`src/hdl/gte_pkg.sv`:
```
// ----------------------------------------------------------------------------
// gte_pkg: shared types and codes for the GPIO task/event channel block
// Transaction payloads, operation codes, channel modes, polarity and pin actions.
// ----------------------------------------------------------------------------
`default_nettype none

package gte_pkg;

	// Default and maximum number of channels
	localparam int unsigned CHANNELS_DEF = 8;
	localparam int unsigned CHANNELS_MAX = 8;

	// Operation codes carried in the mode field
	localparam logic [3:0] MODE_OUT        = 4'd0;
	localparam logic [3:0] MODE_SET        = 4'd1;
	localparam logic [3:0] MODE_CLR        = 4'd2;
	localparam logic [3:0] MODE_PIN_CHANGE = 4'd3;
	localparam logic [3:0] MODE_PORT_DET   = 4'd4;
	localparam logic [3:0] MODE_WR_IN      = 4'd5;
	localparam logic [3:0] MODE_WR_PORT    = 4'd6;
	localparam logic [3:0] MODE_EN_SET     = 4'd7;
	localparam logic [3:0] MODE_EN_CLR     = 4'd8;
	localparam logic [3:0] MODE_CONFIG     = 4'd9;

	// Channel modes
	localparam logic [1:0] CM_DISABLED = 2'd0;
	localparam logic [1:0] CM_EVENT    = 2'd1;
	localparam logic [1:0] CM_TASK     = 2'd3;

	// Polarity codes
	localparam logic [1:0] POL_NONE   = 2'd0;
	localparam logic [1:0] POL_LOHI   = 2'd1;
	localparam logic [1:0] POL_HILO   = 2'd2;
	localparam logic [1:0] POL_TOGGLE = 2'd3;

	// Pin actions
	localparam logic [1:0] ACT_NONE     = 2'd0;
	localparam logic [1:0] ACT_CONN_IN  = 2'd1;
	localparam logic [1:0] ACT_CONN_OUT = 2'd2;
	localparam logic [1:0] ACT_DRIVE    = 2'd3;

	// Event index of the port event
	localparam logic [3:0] EVT_PORT = 4'd8;

	// Input transaction
	typedef struct packed {
		logic [3:0] mode;
		logic [2:0] channel;
		logic       port;
		logic [4:0] pin;
		logic       value;
		logic [8:0] mask;
		logic [1:0] cfg_mode;
		logic [1:0] cfg_polarity;
		logic       cfg_outinit;
	} item_t;

	// Result transaction
	typedef struct packed {
		logic       release_valid;
		logic       release_port;
		logic [4:0] release_pin;
		logic [1:0] pin_action;
		logic       action_port;
		logic [4:0] action_pin;
		logic       action_level;
		logic       event_valid;
		logic [3:0] event_index;
		logic       irq_line;
		logic [8:0] event_flags;
		logic [8:0] enable_bits;
	} result_t;

	// Outcome of the pin-change channel search
	typedef struct packed {
		logic       hit;
		logic [2:0] idx;
	} match_t;

endpackage : gte_pkg

`default_nettype wire

```
`src/hdl/gpio_task_event_channels.sv`:
```
// An accepted transaction sits in the input register until its result is registered.
// Throughput: one transaction per cycle; the input stage and the result register
// both advance whenever the result register is empty or its result is taken.
// The whole evaluation, including the per-channel search, sits in the one
// stage between the input register and the result register.
// Reset: arst_n clears all channel state, event latches, enables and valid flags.
// ----------------------------------------------------------------------------
// gpio_task_event_channels: GPIO task/event channel block, top level
// Input register, single-pass evaluation core and result register with
// valid/stall handshakes on both sides.
// ----------------------------------------------------------------------------
`default_nettype none

module gpio_task_event_channels
	import gte_pkg::*;
#(
	parameter int unsigned CHANNELS = CHANNELS_DEF
) (
	input  wire logic  clk,
	input  wire logic  arst_n,
	input  wire logic  item_valid,
	output logic       item_stall,
	input  wire item_t item,
	output logic       result_valid,
	input  wire logic  result_stall,
	output result_t    result
);

	item_t   item_s1;
	logic    vld_s1;
	result_t result_s2;
	logic    vld_s2;
	result_t res_d;
	logic    advance;
	logic    fire;

	// Pipeline moves when the result register is free or being emptied
	assign advance    = !vld_s2 || !result_stall;
	assign fire       = vld_s1 && advance;
	assign item_stall = vld_s1 && !advance;

	// Input stage
	always_ff @(posedge clk or negedge arst_n) begin
		if (!arst_n) begin
			vld_s1 <= 1'b0;
		end else if (!item_stall) begin
			vld_s1 <= item_valid;
		end
	end

	always_ff @(posedge clk) begin
		if (item_valid && !item_stall) begin
			item_s1 <= item;
		end
	end

	gte_core #(
		.CHANNELS(CHANNELS)
	) u_core (
		.clk   (clk),
		.arst_n(arst_n),
		.fire  (fire),
		.item  (item_s1),
		.result(res_d)
	);

	// Result stage
	always_ff @(posedge clk or negedge arst_n) begin
		if (!arst_n) begin
			vld_s2 <= 1'b0;
		end else if (advance) begin
			vld_s2 <= vld_s1;
		end
	end

	always_ff @(posedge clk) begin
		if (fire) begin
			result_s2 <= res_d;
		end
	end

	assign result_valid = vld_s2;
	assign result       = result_s2;

endmodule : gpio_task_event_channels

`default_nettype wire

```
`src/hdl/gte_match.sv`:
```
// ----------------------------------------------------------------------------
// gte_match: pin-change channel search
// Finds the lowest event-mode channel bound to the given port and pin.
// ----------------------------------------------------------------------------
`default_nettype none

module gte_match
	import gte_pkg::*;
#(
	parameter int unsigned CHANNELS = CHANNELS_DEF
) (
	input  wire logic [1:0] chan_mode [CHANNELS],
	input  wire logic       chan_port [CHANNELS],
	input  wire logic [4:0] chan_pin  [CHANNELS],
	input  wire logic       port,
	input  wire logic [4:0] pin,
	output match_t          match
);

	// Parallel compare, priority to the lowest channel
	always_comb begin
		match = '0;
		for (int i = CHANNELS - 1; i >= 0; i--) begin
			if (chan_mode[i] == CM_EVENT && chan_port[i] == port && chan_pin[i] == pin) begin
				match.hit = 1'b1;
				match.idx = 3'(i);
			end
		end
	end

endmodule : gte_match

`default_nettype wire

```
`src/hdl/gte_core.sv`:
```
// ----------------------------------------------------------------------------
// gte_core: channel state and single-pass transaction evaluation
// Holds channel configuration, levels, event latches and interrupt enables,
// and computes the result of the transaction in the input stage.
// ----------------------------------------------------------------------------
`default_nettype none

module gte_core
	import gte_pkg::*;
#(
	parameter int unsigned CHANNELS = CHANNELS_DEF
) (
	input  wire logic    clk,
	input  wire logic    arst_n,
	input  wire logic    fire,
	input  wire item_t   item,
	output result_t      result
);

	localparam int unsigned CH_W    = (CHANNELS > 1) ? $clog2(CHANNELS) : 1;
	localparam logic [7:0]  CH_MASK = 8'((16'd1 << CHANNELS) - 16'd1);
	localparam logic [8:0]  IMPL_MASK = {1'b1, CH_MASK};

	// Channel state
	logic [1:0] mode_q [CHANNELS];
	logic       port_q [CHANNELS];
	logic [4:0] pin_q  [CHANNELS];
	logic [1:0] pol_q  [CHANNELS];
	logic       lvl_q  [CHANNELS];

	// Event latches and enables
	logic [7:0] inev_q;
	logic       port_ev_q;
	logic [8:0] en_q;

	// Next-state controls
	logic            ch_ok;
	logic [CH_W-1:0] ch_idx;
	logic [CH_W-1:0] m_idx;
	logic            lvl_we;
	logic [CH_W-1:0] lvl_idx;
	logic            lvl_d;
	logic            cfg_we;
	logic [7:0]      inev_d;
	logic            port_ev_d;
	logic [8:0]      en_d;
	logic [8:0]      flags;
	logic            ev;
	match_t          m;

	gte_match #(
		.CHANNELS(CHANNELS)
	) u_match (
		.chan_mode(mode_q),
		.chan_port(port_q),
		.chan_pin (pin_q),
		.port     (item.port),
		.pin      (item.pin),
		.match    (m)
	);

	assign ch_ok  = {1'b0, item.channel} < 4'(CHANNELS);
	assign ch_idx = CH_W'(item.channel);
	assign m_idx  = CH_W'(m.idx);

	// Decode and evaluate the transaction
	always_comb begin
		result    = '0;
		lvl_we    = 1'b0;
		lvl_idx   = ch_idx;
		lvl_d     = 1'b0;
		cfg_we    = 1'b0;
		inev_d    = inev_q;
		port_ev_d = port_ev_q;
		en_d      = en_q;
		ev        = 1'b0;
		unique case (item.mode) inside
			MODE_OUT: begin
				if (ch_ok && mode_q[ch_idx] == CM_TASK && pol_q[ch_idx] != POL_NONE) begin
					lvl_we = 1'b1;
					case (pol_q[ch_idx])
						POL_LOHI: lvl_d = 1'b1;
						POL_HILO: lvl_d = 1'b0;
						default:  lvl_d = ~lvl_q[ch_idx];
					endcase
					result.pin_action   = ACT_DRIVE;
					result.action_port  = port_q[ch_idx];
					result.action_pin   = pin_q[ch_idx];
					result.action_level = lvl_d;
				end
			end
			MODE_SET, MODE_CLR: begin
				if (ch_ok && mode_q[ch_idx] == CM_TASK) begin
					lvl_we = 1'b1;
					lvl_d  = (item.mode == MODE_SET);
					result.pin_action   = ACT_DRIVE;
					result.action_port  = port_q[ch_idx];
					result.action_pin   = pin_q[ch_idx];
					result.action_level = lvl_d;
				end
			end
			MODE_PIN_CHANGE: begin
				if (m.hit) begin
					lvl_we  = 1'b1;
					lvl_idx = m_idx;
					lvl_d   = item.value;
					case (pol_q[m_idx])
						POL_LOHI:   ev = !lvl_q[m_idx] && item.value;
						POL_HILO:   ev = lvl_q[m_idx] && !item.value;
						POL_TOGGLE: ev = lvl_q[m_idx] != item.value;
						default:    ev = 1'b0;
					endcase
					if (ev) begin
						inev_d[m.idx]      = 1'b1;
						result.event_valid = 1'b1;
						result.event_index = {1'b0, m.idx};
					end
				end
			end
			MODE_PORT_DET: begin
				port_ev_d          = 1'b1;
				result.event_valid = 1'b1;
				result.event_index = EVT_PORT;
			end
			MODE_WR_IN: begin
				if (ch_ok) begin
					inev_d[item.channel] = item.value;
				end
			end
			MODE_WR_PORT: begin
				port_ev_d = item.value;
			end
			MODE_EN_SET: begin
				en_d = (en_q | item.mask) & IMPL_MASK;
			end
			MODE_EN_CLR: begin
				en_d = (en_q & ~item.mask) & IMPL_MASK;
			end
			MODE_CONFIG: begin
				if (ch_ok) begin
					cfg_we = 1'b1;
					// Old pin released when the binding moves or the channel is disabled
					if (item.port != port_q[ch_idx] || item.pin != pin_q[ch_idx] ||
					    (item.cfg_mode == CM_DISABLED && mode_q[ch_idx] != CM_DISABLED)) begin
						result.release_valid = 1'b1;
						result.release_port  = port_q[ch_idx];
						result.release_pin   = pin_q[ch_idx];
					end
					if (item.cfg_mode == CM_EVENT) begin
						lvl_we = 1'b1;
						lvl_d  = item.value;
						result.pin_action  = ACT_CONN_IN;
						result.action_port = item.port;
						result.action_pin  = item.pin;
					end else if (item.cfg_mode == CM_TASK) begin
						lvl_we = 1'b1;
						lvl_d  = item.cfg_outinit;
						result.pin_action   = ACT_CONN_OUT;
						result.action_port  = item.port;
						result.action_pin   = item.pin;
						result.action_level = item.cfg_outinit;
					end
				end
			end
			default: begin
			end
		endcase
		flags               = {port_ev_d, inev_d};
		result.event_flags  = flags;
		result.enable_bits  = en_d;
		result.irq_line     = |(flags & en_d);
	end

	// State update on each transaction that leaves the input stage
	always_ff @(posedge clk or negedge arst_n) begin
		if (!arst_n) begin
			for (int i = 0; i < CHANNELS; i++) begin
				mode_q[i] <= CM_DISABLED;
				port_q[i] <= 1'b0;
				pin_q[i]  <= '0;
				pol_q[i]  <= POL_NONE;
				lvl_q[i]  <= 1'b0;
			end
			inev_q    <= '0;
			port_ev_q <= 1'b0;
			en_q      <= '0;
		end else if (fire) begin
			if (cfg_we) begin
				mode_q[ch_idx] <= item.cfg_mode;
				port_q[ch_idx] <= item.port;
				pin_q[ch_idx]  <= item.pin;
				pol_q[ch_idx]  <= item.cfg_polarity;
			end
			if (lvl_we) begin
				lvl_q[lvl_idx] <= lvl_d;
			end
			inev_q    <= inev_d;
			port_ev_q <= port_ev_d;
			en_q      <= en_d;
		end
	end

	// Port detect always latches the port event
	a_port_det: assert property (@(posedge clk) disable iff (!arst_n)
		fire && item.mode == MODE_PORT_DET |=> port_ev_q)
		else $error("port event not latched after port detect");

	// Enables of absent channels never stick
	a_en_impl: assert property (@(posedge clk) disable iff (!arst_n)
		fire |=> (en_q & ~IMPL_MASK) == '0)
		else $error("enable bit stored for an absent channel");

	// Enable clear removes every masked bit
	a_en_clr: assert property (@(posedge clk) disable iff (!arst_n)
		fire && item.mode == MODE_EN_CLR |=> (en_q & $past(item.mask)) == '0)
		else $error("enable clear left a masked bit set");

	// A signaled channel event is latched
	a_ev_latch: assert property (@(posedge clk) disable iff (!arst_n)
		fire && result.event_valid && result.event_index != EVT_PORT |=>
		inev_q[$past(result.event_index[2:0])])
		else $error("signaled channel event not latched");

endmodule : gte_core

`default_nettype wire

```
`config.mk`:
```
export PLATFORM = sky130hd
export DESIGN_NAME = gpio_task_event_channels
export DESIGN_NICKNAME = d
export VERILOG_FILES = /design/src/hdl/gte_pkg.sv /design/src/hdl/gpio_task_event_channels.sv /design/src/hdl/gte_match.sv /design/src/hdl/gte_core.sv
export SDC_FILE = /design/constraint.sdc
export NUM_CORES = 1
export LEC_CHECK = 0
export ABC_CLOCK_PERIOD_IN_PS = 9900
export BUFFER_PORTS_ARGS = -buffer_cell sky130_fd_sc_hd__buf_2
export CELL_PAD_IN_SITES_DETAIL_PLACEMENT = 1
export CELL_PAD_IN_SITES_GLOBAL_PLACEMENT = 1
export CORE_ASPECT_RATIO = 0.6
export CORE_MARGIN = 8
export CORE_UTILIZATION = 53
export CTS_CLUSTER_DIAMETER = 50
export DETAILED_ROUTE_END_ITERATION = 10
export PLACE_DENSITY = 0.93
export SYNTH_ARGS = -nofsm -noshare
export SYNTH_HDL_FRONTEND = slang
export SYNTH_SLANG_ARGS = --single-unit
```
`constraint.sdc`:
```
create_clock -name clk -period 9.9 [get_ports clk]
set_clock_uncertainty 0.05 [all_clocks]
set_input_delay 0.495 -clock clk [delete_from_list [all_inputs] [get_ports clk]]
set_output_delay 0.495 -clock clk [all_outputs]
set_load 0.05 [all_outputs]
```
* Word level (Yosys, flattened, before mapping) *
Cells that the tools add are included.

storage, ports and cells
  bits in registers = 176
  bits of input ports = 32
  output and inout bits = 42
  logic and storage cells = 254

cells by class
  magnitude comparators = 9
  equality and inequality tests = 44
  muxes and demuxes = 81
  bitwise operators = 9
  reductions and logical operators = 45

operator list
  cell                                            count
  bitwise mux 40 bit                              1
  == test 5 bit                                   8
  bitwise mux 16 bit                              2
  2-to-1 mux 4 bit                                8
  logical AND 1 bit                               27
  2-to-1 mux 9 bit                                3
  one-hot mux 9 bit (3 select lines)              1
  2-to-1 mux 5 bit                                5
  bitwise mux 8 bit                               3
  2-to-1 mux 1 bit                                24
  2-to-1 mux 8 bit                                3
  == test 2 x 1 -> 1 bit (second input constant)  11
  bitwise AND 9 bit                               2
  binary-select mux 2 bit (select 3 bit)          3
  one-hot mux 9 bit (2 select lines)              1
  == test 4 x 3 -> 1 bit (second input constant)  4
  one-hot mux 8 bit (2 select lines)              1
  binary-select mux 5 bit (select 3 bit)          1
  demux 5 bit (select 3 bit)                      1
  2-to-1 mux 2 bit                                7
  demux 1 bit (select 3 bit)                      4
  >= comparator 4 bit (second input constant)     3
  NOT 3 -> 4 bit                                  3
  == test 2 bit (second input constant)           5
  other kinds (29)                                57

* Logic depth before layout (Yosys ltp) *
  depth after elaboration = 25
  gate-level depth with buffers = 18
  mapped depth without buffers = 14

* Modules after synthesis *
From an unflattened synthesis, not the netlist that was laid out.

unflattened totals
  cells, all modules = 760
  area, all modules = 9,380.2 um^2

by module, submodules not included
  module                    instances  cells an instance  area an instance (um^2)  sequential area each (um^2)
  gte_core                  1          592                6,432.4                  2,652.5
  gpio_task_event_channels  1          76                 2,134.5                  2,092.0
  gte_match                 1          92                 813.3                    0.0

* Worst setup path after synthesis *
OpenSTA, ideal clock, no wires.

  path kind = reg-to-reg
  start = register item_s1[20] in the netlist's numbering
  end = register result_s2, in the netlist result[23], data pin
  setup time = 0.269 ns
  arrival = 3.597 ns
  data required time = 9.581 ns
  path slack = 5.985 ns
  stages on the path, launching flop included = 19
  buffers on the path = 4
  clock period less this slack = 3.915 ns
  cells stage by stage = edfxtp_1 > buf_6 > xnor2_2 > nand3_2 > nor4_4 > o311ai_2 > a41oi_2 > clkbuf_1 > nand2_1 > a32o_1 > nor3b_1 > inv_1 > ha_1 > and3_1 > and4b_1 > buf_4 > o31ai_4 > buf_6 > o31ai_1

between the ends
  cells in the longest elaborated chain, start to end = 23
  elaborated cells on any way between the ends = 52
  those cells by class = 12 x eq/ne; 20 x mux; 1 x bitwise; 19 x reduce/logical

RTL lines
  item                                                 RTL line                                           RTL
  start, declared                                      gpio_task_event_channels.sv:29                     item_t item_s1;
  start signal, assigned                               gpio_task_event_channels.sv:53                     item_s1 <= item;
  == test 1 bit                                        gte_match.sv:24                                    if (chan_mode[i] == CM_EVENT && chan_port[i] == port && chan_pin[i] == pin) begin
  logical AND 1 bit (2 in a row)                       gte_match.sv:24
  2-to-1 mux 4 bit (7 in a row)                        gte_match.sv:24
  2-to-1 mux 4 bit *                                   gte_match.sv:24
  NOT 3 -> 4 bit (not written as such)                 -
  binary-select mux 1 bit (select 3 bit)               gte_core.sv:108, gte_core.sv:109, gte_core.sv:110
  2-to-1 mux 1 bit (not written as such) (2 in a row)  gte_core.sv:108, gte_core.sv:109, gte_core.sv:110
  zero test 1 bit                                      gte_core.sv:108                                    POL_LOHI: ev = !lvl_q[m_idx] && item.value;
  logical AND 1 bit                                    gte_core.sv:108
  one-hot mux 1 bit (3 select lines)                   gte_core.sv:107                                    case (pol_q[m_idx])
  2-to-1 mux 1 bit                                     gte_core.sv:103                                    if (m.hit) begin
  2-to-1 mux 1 bit                                     gte_core.sv:77                                     unique case (item.mode) inside
  2-to-1 mux 5 bit                                     gte_core.sv:113                                    if (ev) begin
  2-to-1 mux 5 bit *                                   gte_core.sv:103
  one-hot mux 5 bit (2 select lines) *                 gte_core.sv:77
  end signal, assigned                                 gpio_task_event_channels.sv:78                     result_s2 <= res_d;
  end, declared                                        gpio_task_event_channels.sv:31                     result_t result_s2;

Mark *: on every way between the ends. The rest lies on a longest branch, timed or not. The select of a mux whose other input is x is not followed.
A chain may end at the register's enable or synchronous reset.

* Final worst setup path *
  start = register item_s1[15] in the netlist's numbering
  end = register result_s2, in the netlist result[23], data pin

between the ends
  cells in the longest elaborated chain, start to end = 22
  elaborated cells on any way between the ends = 44
  those cells by class = 12 x eq/ne; 20 x mux; 1 x bitwise; 11 x reduce/logical

RTL lines
  item                                                 RTL line
  == test 5 bit                                        gte_match.sv:24
  logical AND 1 bit                                    gte_match.sv:24
  2-to-1 mux 4 bit (7 in a row)                        gte_match.sv:24
  2-to-1 mux 4 bit *                                   gte_match.sv:24
  NOT 3 -> 4 bit (not written as such)                 -
  binary-select mux 1 bit (select 3 bit)               gte_core.sv:108, gte_core.sv:109, gte_core.sv:110
  2-to-1 mux 1 bit (not written as such) (2 in a row)  gte_core.sv:108, gte_core.sv:109, gte_core.sv:110
  zero test 1 bit                                      gte_core.sv:108
  logical AND 1 bit                                    gte_core.sv:108
  one-hot mux 1 bit (3 select lines)                   gte_core.sv:107
  2-to-1 mux 1 bit                                     gte_core.sv:103
  2-to-1 mux 1 bit                                     gte_core.sv:77
  2-to-1 mux 5 bit                                     gte_core.sv:113
  2-to-1 mux 5 bit *                                   gte_core.sv:103
  one-hot mux 5 bit (2 select lines) *                 gte_core.sv:77

Marks and branches as above.

==> results.txt <==
reg2reg path depth: 14
Slew Viols, Final: 0
wire per inst: 27.8 um
ant diodes: 0
Synth Area in XOR/XNOR: 5.41%
CTS H-Tree Depth: 4
Worst setup SP type: flip-flop
CP Class: flip-flop to flip-flop
num ports: 74
syn nets: 810
Synth Warn #: 0
Initial Utilization: 53.8%
cell area after synthesis: 0.00916 mm2
via count: 7194
largest net degree at the start of global routing: 69
post-layout util: 60.0%
Post-Synth Adder-Cell Area: 0.546%
Core ar.: 0.0170 mm2
vias per inst: 6.66
Post-synth EDFFs: 68
CTS Buffer Depth: 2
Post-synth top cells: dfrtp_1 (108), mux2_2 (94), edfxtp_1 (68), nand2_1 (65), nor2_1 (54)
Skew-Pair Late Insertion Delay: 450 ps
mux share of post-synthesis cell area: 15.9%
Port Buffers: 73
drt initial violations: 958
gpl congestion: 0.936
Die Wd: 186 um
share of cells above drive strength 1: 29.0%
sequential area share after synthesis: 51.8%
Peak Freq: 195 MHz
Root Driver: clkbuf_16
post-cts sizing count: 0
main combinational cell family by area after synthesis: multiplexers
Synth area leader: dfrtp_1
total track usage: 28.1%
total grt overflow: 0
CP arrival: 5250 ps
worst-margin pin slew: 1380 ps
drc violations: 0
RSZ-0062 raised after global routing: no
#FFs+latches synth: 176
count of different cell masters after synthesis: 78
Die Ht: 118 um
status: finished with violations
Final HPWL DP: 21000 um
syn avg cell area: 11.8 um2
die area: 0.0219 mm2
# rows: 37
CP required: 10010 ps
total negative setup slack: 0 ps
final std cells w/o fill: 1080
max-cap viol count: 0
DR pass1 iterations: 5
Min Hold Slack: -1.66 ps
Post-Synth Simple-Gate Area: 12.2%
CP Max Fanout: 18
PwrDens: 188 mW/mm2
clk slew on worst S/H paths: 80 ps
area grow syn2layout: 11.6%
Post CTS Setup Buffer Count: 0
most common cell in the netlist: dfrtp_1
cell area after layout: 0.0102 mm2
predominant post-synthesis flop cell: dfrtp_1
Tightest Hold Check Type: input port to asynchronous set/reset pin
Cells after Synth: 774
Fin. Hold Viols: 1
leakage power: 4.44 nW
placed insts: 1048
max_slew headroom: 7.97%
Final Setup Violations: 0
Synth area leaders: dfrtp_1 (30%), edfxtp_1 (22%), mux2_2 (12%)
endpoint class of the critical path: flip-flop
Synth async-reset ratio: 61.4%
final wirelength: 30100 um
Fillers: 1781
Placement Cell Area: 0.00967 mm2
Final #Nets: 869
share of the synthesized area in the top cell type: 29.5%
number of antenna violations at the first check in global routing: 1
Final min period: 5140 ps
CTS Buf Count: 17
# hold bufs at CTS: 0
antenna viol nets, final: 0
global-route wire length before repair: 46200 um
CTS tree: done
clk sinks: 176
Tcrit/Tclk final: 51.9%
Compound-Gate Fraction of Synth Area: 10.9%
VDD IR max: 0.126 mV
vias in the first global route: 7466
failing checks: hold timing
final timing paths:
check / start / end / slack [ps]
min in group clk: item[25] / item_s1[25] / 170
max reg2reg: item_s1[15] / result[23] / 4760
max: item_s1[15] / result[23] / 4760
max in group asynchronous: arst_n / u_core.mode_q[10] / 8440
min reg2reg: vld_s1 / result_valid / 460
min: arst_n / u_core.pin_q[8] / -2
through the flow:
| step | setup slack, ps | hold slack (ps) | total power (W) |
|---|---|---|---|
| 2_1_floorplan | 5980 | 149 | 0.00115 |
| 3_3_place_gp | 5120 | 411 | 0.00124 |
| 3_5_place_dp | 4990 | 442 | 0.00127 |
| 4_1_cts | 4910 | 15.4 | 0.00192 |
| 5_1_grt | 4540 | 31.9 | 0.00199 |
| 6_report | 4760 | -1.66 | 0.00193 |
final cells by class:
class	count	area (um2)	area share, %
inverters	20	75.1	0.734
clock inverters	12	97.6	0.954
multi-input cells	535	4120	40.3
well taps	234	293	2.86
clock buffers	20	457	4.47
flip-flops and latches	176	4740	46.4
repair buffers	83	443	4.33
layout by cell type, fill, tap and decap left out, drive strengths merged, types with 8 or more instances in the layout:
cell type / count
dfrtp: 108
mux2: 95
buf: 83
edfxtp: 68
nand2: 66
nor2: 54
xor2: 29
a21oi: 28
o21ai: 27
inv: 27
xnor2: 25
nor3: 25
clkbuf: 20
mux2i: 16
nand3: 16
mux4: 10
nor2b: 10
o31ai: 10
nor3b: 9
nand4: 9
and2: 8
a211oi: 8
sequential cells by signal (all words and copies together), names as in the netlist:
name / cells
u_core.lvl_q: 8
item_s1: 28
u_core.port_ev_q: 1
result_valid: 1
u_core.mode_q: 16
vld_s1: 1
u_core.en_q: 9
u_core.pin_q: 40
u_core.inev_q: 8
result: 40
u_core.pol_q: 16
u_core.port_q: 8
cells by family (layout without fill, tap and decap cells):
family | Yosys count | in the layout
muxes | 121 | 121
adders and majority gates | 4 | 4
DFF | 176 | 176
xor gates and xnor gates | 54 | 54
AOI/OAI and AO/OA | 136 | 136
buffers and inverters | 63 | 135
and+or+nand+nor | 220 | 220
power by group:
group	switching (W)	internal (W)	total [W]
registers	0.0000749	0.000841	0.000916
logic	0.000239	0.000116	0.000356
clock network	0.000314	0.000341	0.000655
total	0.000628	0.00130	0.00193
critical path: stages, from the launching register on:
cell and delay, ps:
edfxtp_1 980, xor2_1 170, nor3_1 270, and4_1 320, nand2_1 130, a41oi_2 640
nand2_1 120, a32o_1 280, nor3b_1 290, inv_1 80, ha_1 170, and3_1 140
and4b_1 290, o31ai_4 720, o31ai_1 190
metal layers:
layer	share of wire, %	up-vias	global-route usage [%]
met4	1.8	2	7.61
li1	-	2962	-
met3	13	53	10.8
met5	0.043	-	0
met2	44	493	40.9
met1	41	3684	38.6
(Power assumes the default switching activity.)
